===== src/tlbc_pkg.sv =====
// Shared constants, codes and types of the TLB request coalescer.
// No dependencies; every other file imports this package.
`timescale 1ns / 1ps

package tlbc_pkg;

  // Sizing
  localparam int NUM_GROUPS  = 16;
  localparam int MAX_MEMBERS = 8;
  localparam int PAGE_SHIFT  = 12;
  localparam int MAX_PROBES  = 8;
  localparam int RES_MAX     = 8;
  localparam int MEMBER_CAP  = (MAX_MEMBERS < RES_MAX) ? MAX_MEMBERS : RES_MAX;
  localparam int PROBE_CAP   = (MAX_PROBES < RES_MAX) ? MAX_PROBES : RES_MAX;

  // Field widths
  localparam int ID_W    = 8;
  localparam int VA_W    = 48;
  localparam int PA_W    = 52;
  localparam int TIME_W  = 40;
  localparam int WT_W    = 16;
  localparam int PROBE_W = 4;
  localparam int CRED_W  = 4;
  localparam int SHIFT_W = 5;
  localparam int HIT_W   = 2;
  localparam int PAGE_W  = VA_W - PAGE_SHIFT;

  // Internal widths
  localparam int GIDX_W  = $clog2(NUM_GROUPS);
  localparam int RANK_W  = $clog2(NUM_GROUPS + 1);
  localparam int CNT_W   = $clog2(MEMBER_CAP + 1);
  localparam int MADDR_W = $clog2(NUM_GROUPS * MEMBER_CAP);
  localparam int MDATA_W = ID_W + VA_W;

  // Input modes
  localparam logic [1:0] MODE_REQ   = 2'd0;
  localparam logic [1:0] MODE_PROBE = 2'd1;
  localparam logic [1:0] MODE_RESP  = 2'd2;

  // Result kinds
  localparam logic [1:0] KIND_SEND   = 2'd0;
  localparam logic [1:0] KIND_REPLY  = 2'd1;
  localparam logic [1:0] KIND_REJECT = 2'd2;

  // Configuration register indexes
  localparam logic [1:0] CFG_WINDOW   = 2'd0;
  localparam logic [1:0] CFG_COALESCE = 2'd1;
  localparam logic [1:0] CFG_PROBES   = 2'd2;

  typedef enum logic [1:0] {
    ST_FREE,
    ST_WAIT,
    ST_FLIGHT
  } status_e;

  typedef enum logic [3:0] {
    S_IDLE,
    S_DIV,
    S_REQ_SCAN,
    S_REQ_DO,
    S_PR_WIN,
    S_PR_RANK,
    S_PR_FLT,
    S_PR_RD,
    S_PR_EMIT,
    S_RSP_SCAN,
    S_RSP_RD,
    S_RSP_EMIT,
    S_FIN
  } state_e;

  typedef struct packed {
    logic [WT_W-1:0]    window_ticks;
    logic               coalesce_off;
    logic [PROBE_W-1:0] probes_per_cycle;
  } cfg_t;

  typedef struct packed {
    logic [1:0]       kind;
    logic [ID_W-1:0]  id;
    logic [PA_W-1:0]  addr;
    logic             wr;
    logic             unc;
    logic [HIT_W-1:0] hit;
    logic             last;
  } res_t;

  // Member store address of member k of group slot
  function automatic logic [MADDR_W-1:0] maddr(input logic [GIDX_W-1:0] slot,
                                               input logic [CNT_W-1:0] k);
    logic [MADDR_W-1:0] base;
    base = MADDR_W'(slot) * MADDR_W'(MEMBER_CAP);
    return base + MADDR_W'(k);
  endfunction

endpackage


===== src/tlbc_div.sv =====
// Restoring divider, one quotient bit per cycle: issue time over window length.
// Depends on tlbc_pkg.
`timescale 1ns / 1ps

module tlbc_div (
  input  logic                       clk_i,
  input  logic                       rst_ni,
  input  logic                       start_i,
  input  logic [tlbc_pkg::TIME_W-1:0] dividend_i,
  input  logic [tlbc_pkg::WT_W-1:0]   divisor_i,
  output logic                       done_o,
  output logic [tlbc_pkg::TIME_W-1:0] quot_o
);
  import tlbc_pkg::*;

  localparam int DCNT_W = $clog2(TIME_W + 1);

  logic              busy_q;
  logic              done_q;
  logic [DCNT_W-1:0] cnt_q;
  logic [TIME_W-1:0] quo_q;
  logic [WT_W-1:0]   rem_q;
  logic [WT_W-1:0]   div_q;
  logic [WT_W:0]     rem_sh;
  logic              ge;
  logic [WT_W:0]     rem_n;

  // Shift in the next dividend bit and try a subtract
  always_comb begin
    rem_sh = {rem_q, quo_q[TIME_W-1]};
    ge     = rem_sh >= {1'b0, div_q};
    rem_n  = ge ? (rem_sh - {1'b0, div_q}) : rem_sh;
  end

  // Step control
  always_ff @(posedge clk_i or negedge rst_ni) begin
    if (!rst_ni) begin
      busy_q <= 1'b0;
      done_q <= 1'b0;
      cnt_q  <= '0;
    end else begin
      done_q <= 1'b0;
      if (start_i) begin
        busy_q <= 1'b1;
        cnt_q  <= DCNT_W'(TIME_W);
      end else if (busy_q) begin
        cnt_q <= cnt_q - 1'b1;
        if (cnt_q == DCNT_W'(1)) begin
          busy_q <= 1'b0;
          done_q <= 1'b1;
        end
      end
    end
  end

  // Partial remainder and quotient
  always_ff @(posedge clk_i) begin
    if (start_i) begin
      quo_q <= dividend_i;
      rem_q <= '0;
      div_q <= divisor_i;
    end else if (busy_q) begin
      rem_q <= rem_n[WT_W-1:0];
      quo_q <= {quo_q[TIME_W-2:0], ge};
    end
  end

  assign done_o = done_q;
  assign quot_o = quo_q;

endmodule


===== config.mk =====
export PLATFORM = sky130hd
export DESIGN_NAME = tlbc_div
export DESIGN_NICKNAME = d
export VERILOG_FILES = /design/src/tlbc_pkg.sv /design/src/tlbc_div.sv
export SDC_FILE = /design/constraint.sdc
export NUM_CORES = 1
export LEC_CHECK = 0
export BUFFER_PORTS_ARGS = -buffer_cell sky130_fd_sc_hd__clkbuf_2
export CAP_MARGIN = 20
export CORE_MARGIN = 3
export CORE_UTILIZATION = 43
export CTS_BUF_LIST = sky130_fd_sc_hd__clkbuf_4
export DETAILED_ROUTE_END_ITERATION = 7
export PLACE_DENSITY = 0.71
export SYNTH_ARGS = -nofsm -noshare
export SYNTH_HDL_FRONTEND = slang
export SYNTH_SLANG_ARGS = --single-unit

===== constraint.sdc =====
create_clock -name clk_i -period 8 [get_ports clk_i]
set_input_delay 0.8 -clock clk_i [delete_from_list [all_inputs] [get_ports clk_i]]
set_output_delay 0.8 -clock clk_i [all_outputs]
set_load 0.1 [all_outputs]

==> run summary <==
The run finished with clean final reports. The critical path is of the reg -> reg type. The floorplan step defined a die boundary enclosing 11200 um^2. The tools report the critical path data arrival time as 3.33 ns. By area the synthesized netlist is led by sky130_fd_sc_hd__edfxtp_1 39%, sky130_fd_sc_hd__mux2_2 10%, sky130_fd_sc_hd__dfxtp_1 7.4%.

100 I/O pins were placed. Sequential cells were found to cover 51.2% of the synthesized design area. Once the clock tree was built, the setup fixing pass inserted 0 buffers.

The critical register-to-register path startpoint was rem_q[5]$_SDFFE_PP0P_. The critical path goes through ha_1, a21o_1, a221o_1, and2_1, o31ai_4, nand2_1, mux2_2. The logs give 455 for the post-synthesis net count and 0 for the final count of pins violating max slew. The area added between synthesis and finish is 17.2%.

The maximum root-to-sink buffer count came out at 2. During synthesis, Yosys emitted a total of 0 warnings. The tools report the number of antenna violations at the first check in global routing as 0. Dividing the detail-routed wire length by the instance count gives 15.8 um.

The congestion estimate from routability-driven global placement came to 0.923. The synthesized design contains 56 enable-type register cells. For this run the aggregate overflow at the end of global routing stands at 0. STA classifies the critical path startpoint as a register. The fraction of registers with async set or reset after synthesis was 10.0%.

The worst register-to-register path ends at quot_o[0]$_DFFE_PP_. Static timing analysis puts the maximum clock frequency at 0.319 GHz. The die is 106 um tall. The post-detailed-routing wire length was 9490 um; the highest net fanout along the worst path was 15.

The run gives 0.44 ns as the clock latency on the worst-skew pair. The synthesized design contains 80 register bits. The critical path starts at rem_q[5]$_SDFFE_PP0P_. At the pin with the least slew margin, the transition time is 0.768 ns.

The global router's overall resource usage is 17.2%, and the number of clock sinks is 80. Cells with a size suffix above 1 make up 35.7% of the layout. Final routed DRC violation total: 0.

After clock tree synthesis, the clock-pin slew on the worst setup and hold paths is 0.14 ns. The library cell used most frequently in the layout, excluding fill and tap cells, is sky130_fd_sc_hd__clkbuf_2. The die boundary width was 106 um. For this run, the leading register cell type out of synthesis is sky130_fd_sc_hd__edfxtp_1. The smallest hold slack was 0.187 ns; the per-instance average area after synthesis was 11.4 um^2. For the final database, setup skew stands at 0.0171 ns. For the violation count after the first detailed-route iteration, the log shows 199. The total power density per cell area is 297 nW/um^2, and the number of port buffers is 99. For the finished layout, the period the worst path requires is 3.13 ns. The count of nets left with antenna violations once routing finished came out at 0. Headroom to the max-slew limit came out at 48.8%.

The worst min-delay path class was in -> async. Across all register-to-register paths, the minimum setup slack is 4.87 ns. In this run the static leakage power is 2.16 nW.

TritonCTS created 9 clock buffers. The hold-fix buffer count after cts was 0; the largest net degree at the start of global routing was 54. The cell type with the highest aggregate area in the netlist is sky130_fd_sc_hd__edfxtp_1. The number of levels in the clock H-tree is 3, and the count of buffering cells on the critical path with inverters included is 0.

The repair_antennas step left the layout with diodes totalling 0. The share of synthesized area in the top cell type comes to 39.1%. The run gives 0 ns as the post-route setup TNS. The tools report the number of max-cap violations as 0.

The cell area after technology mapping was 4300 um^2; the first-pass detailed-route iteration total was 4. Synthesis instantiated 56 different standard cells from the library. TritonCTS built the clock tree.

Across the VDD grid, the largest voltage drop is 0.126 mV. Setup repair after global routing left no endpoint under its margin. For the half-perimeter wire length of the detailed placement result, the log shows 6880 um.

In the layout the commonest cells are 98 x sky130_fd_sc_hd__clkbuf_2, 56 x sky130_fd_sc_hd__edfxtp_1, 40 x sky130_fd_sc_hd__mux2_2. For the count of final setup violators, the log shows 0. The worst setup path is captured at a register. On the critical path the largest part of the delay comes from compound AO/OA/AOI/OAI gates. The vias after detailed routing was 3258.

The buffer type at the clock tree root was sky130_fd_sc_hd__clkbuf_4. The floorplan has 35 rows. Fill cells in the final layout number 850.

The floorplan step defined a core boundary enclosing 9500 um^2. The largest single stage delay on the critical path is 0.69 ns. The number of hold violations in the final report is 0.

Dividing the detail-routed via count by the number of cells gives 5.41. The post-route clock period utilization was 39.2%. At the worst endpoint, the required time is 8.20 ns. For the initial standard-cell utilization of the core, the log shows 45.3%. Synthesis produced 377 cells. The worst register-to-register path has a depth of 7. The number of gates resized after CTS was 0. The tools report the wire length of the first global-routing pass as 15700 um.

The slowest stage of the critical path belongs to the cell sky130_fd_sc_hd__o31ai_4. The run gives 3207 as the via count of the first global-routing pass. Number of nets in the layout: 546.
## power by group
part           switching, W  leakage, nW  internal (W)
Combinational      0.000460         1.27      0.000213
Sequential        0.0000470        0.805      0.000517
Clock              0.000158       0.0803      0.000102
Total              0.000665         2.16      0.000831
## cells in the mapped netlist, types with 8 or more instances
cell type,count
sky130_fd_sc_hd__a311oi_1,9
sky130_fd_sc_hd__clkbuf_1,14
sky130_fd_sc_hd__dfrtp_1,8
sky130_fd_sc_hd__dfxtp_1,16
sky130_fd_sc_hd__edfxtp_1,56
sky130_fd_sc_hd__ha_1,18
sky130_fd_sc_hd__inv_1,23
sky130_fd_sc_hd__mux2_2,40
sky130_fd_sc_hd__nand2_1,14
sky130_fd_sc_hd__nand3_1,16
sky130_fd_sc_hd__nor2_1,31
sky130_fd_sc_hd__nor3_1,9
sky130_fd_sc_hd__o21ai_0,16
## logic make-up after synthesis
kind of cell / count (synthesis) / share of synthesized area, %
fa+ha+maj: 19 / 5.70
buf+inv: 45 / 4.33
xor+xnor: 13 / 2.65
flops: 80 / 51.2
simple gates: 106 / 12.9
compound gates: 73 / 12.6
mux: 41 / 10.7
## per-stage QoR
stage	instance area, um^2	instances	utilization [%]	setup WS (ns)	total power [W]
floorplan	4300	377	-	5.21	0.00110
global placement	4890	586	51.4	4.99	0.00122
detailed placement	4890	586	51.4	4.91	0.00124
CTS	5040	602	53.1	4.88	0.00151
global route	5040	602	53.1	4.70	0.00159
finish	5040	602	53.1	4.87	0.00150
## registers in the layout (all words and copies together) (netlist names)
register  count
busy_q        1
cnt_q         6
div_q        16
done_o        1
quot_o       40
rem_q        16
## cell type report
class,count,area [um^2],share of cell area [%]
well taps,129,161,3.20
repair buffers,102,520,10.3
clock buffers,9,67.6,1.34
multi-input cells,252,1920,38.0
clock inverters,7,88.8,1.76
inverters,23,86.3,1.71
flip-flops and latches,80,2200,43.7
## how the worst max path moves through the flow
stage	endpoint	slack, ns	depth (start not counted)
floorplan	rem_q[4]$_SDFFE_PP0P_	5.21	8
global placement	quot_o[0]$_DFFE_PP_	4.99	8
detailed placement	quot_o[0]$_DFFE_PP_	4.91	7
CTS	quot_o[0]$_DFFE_PP_	4.88	7
global route	quot_o[0]$_DFFE_PP_	4.70	7
finish	quot_o[0]$_DFFE_PP_	4.87	7
## worst register-to-register path, stage by stage (launching register included)
cell and delay (ns):
sky130_fd_sc_hd__dfxtp_1 0.36, sky130_fd_sc_hd__ha_1 0.38, sky130_fd_sc_hd__a21o_1 0.24, sky130_fd_sc_hd__a221o_1 0.41
sky130_fd_sc_hd__and2_1 0.25, sky130_fd_sc_hd__o31ai_4 0.69, sky130_fd_sc_hd__nand2_1 0.26, sky130_fd_sc_hd__mux2_2 0.32
## metal layers
| layer | GRT usage [%] | vias up | wire length [um] |
|---|---|---|---|
| li1 | - | 1588 | - |
| met1 | 22.3 | 1575 | 3960 |
| met2 | 29.1 | 78 | 4940 |
| met3 | 2.79 | 17 | 399 |
| met4 | 6.01 | 0 | 191 |
| met5 | 0 | - | 0 |
Note: power is estimated with default switching activity, not from simulation.
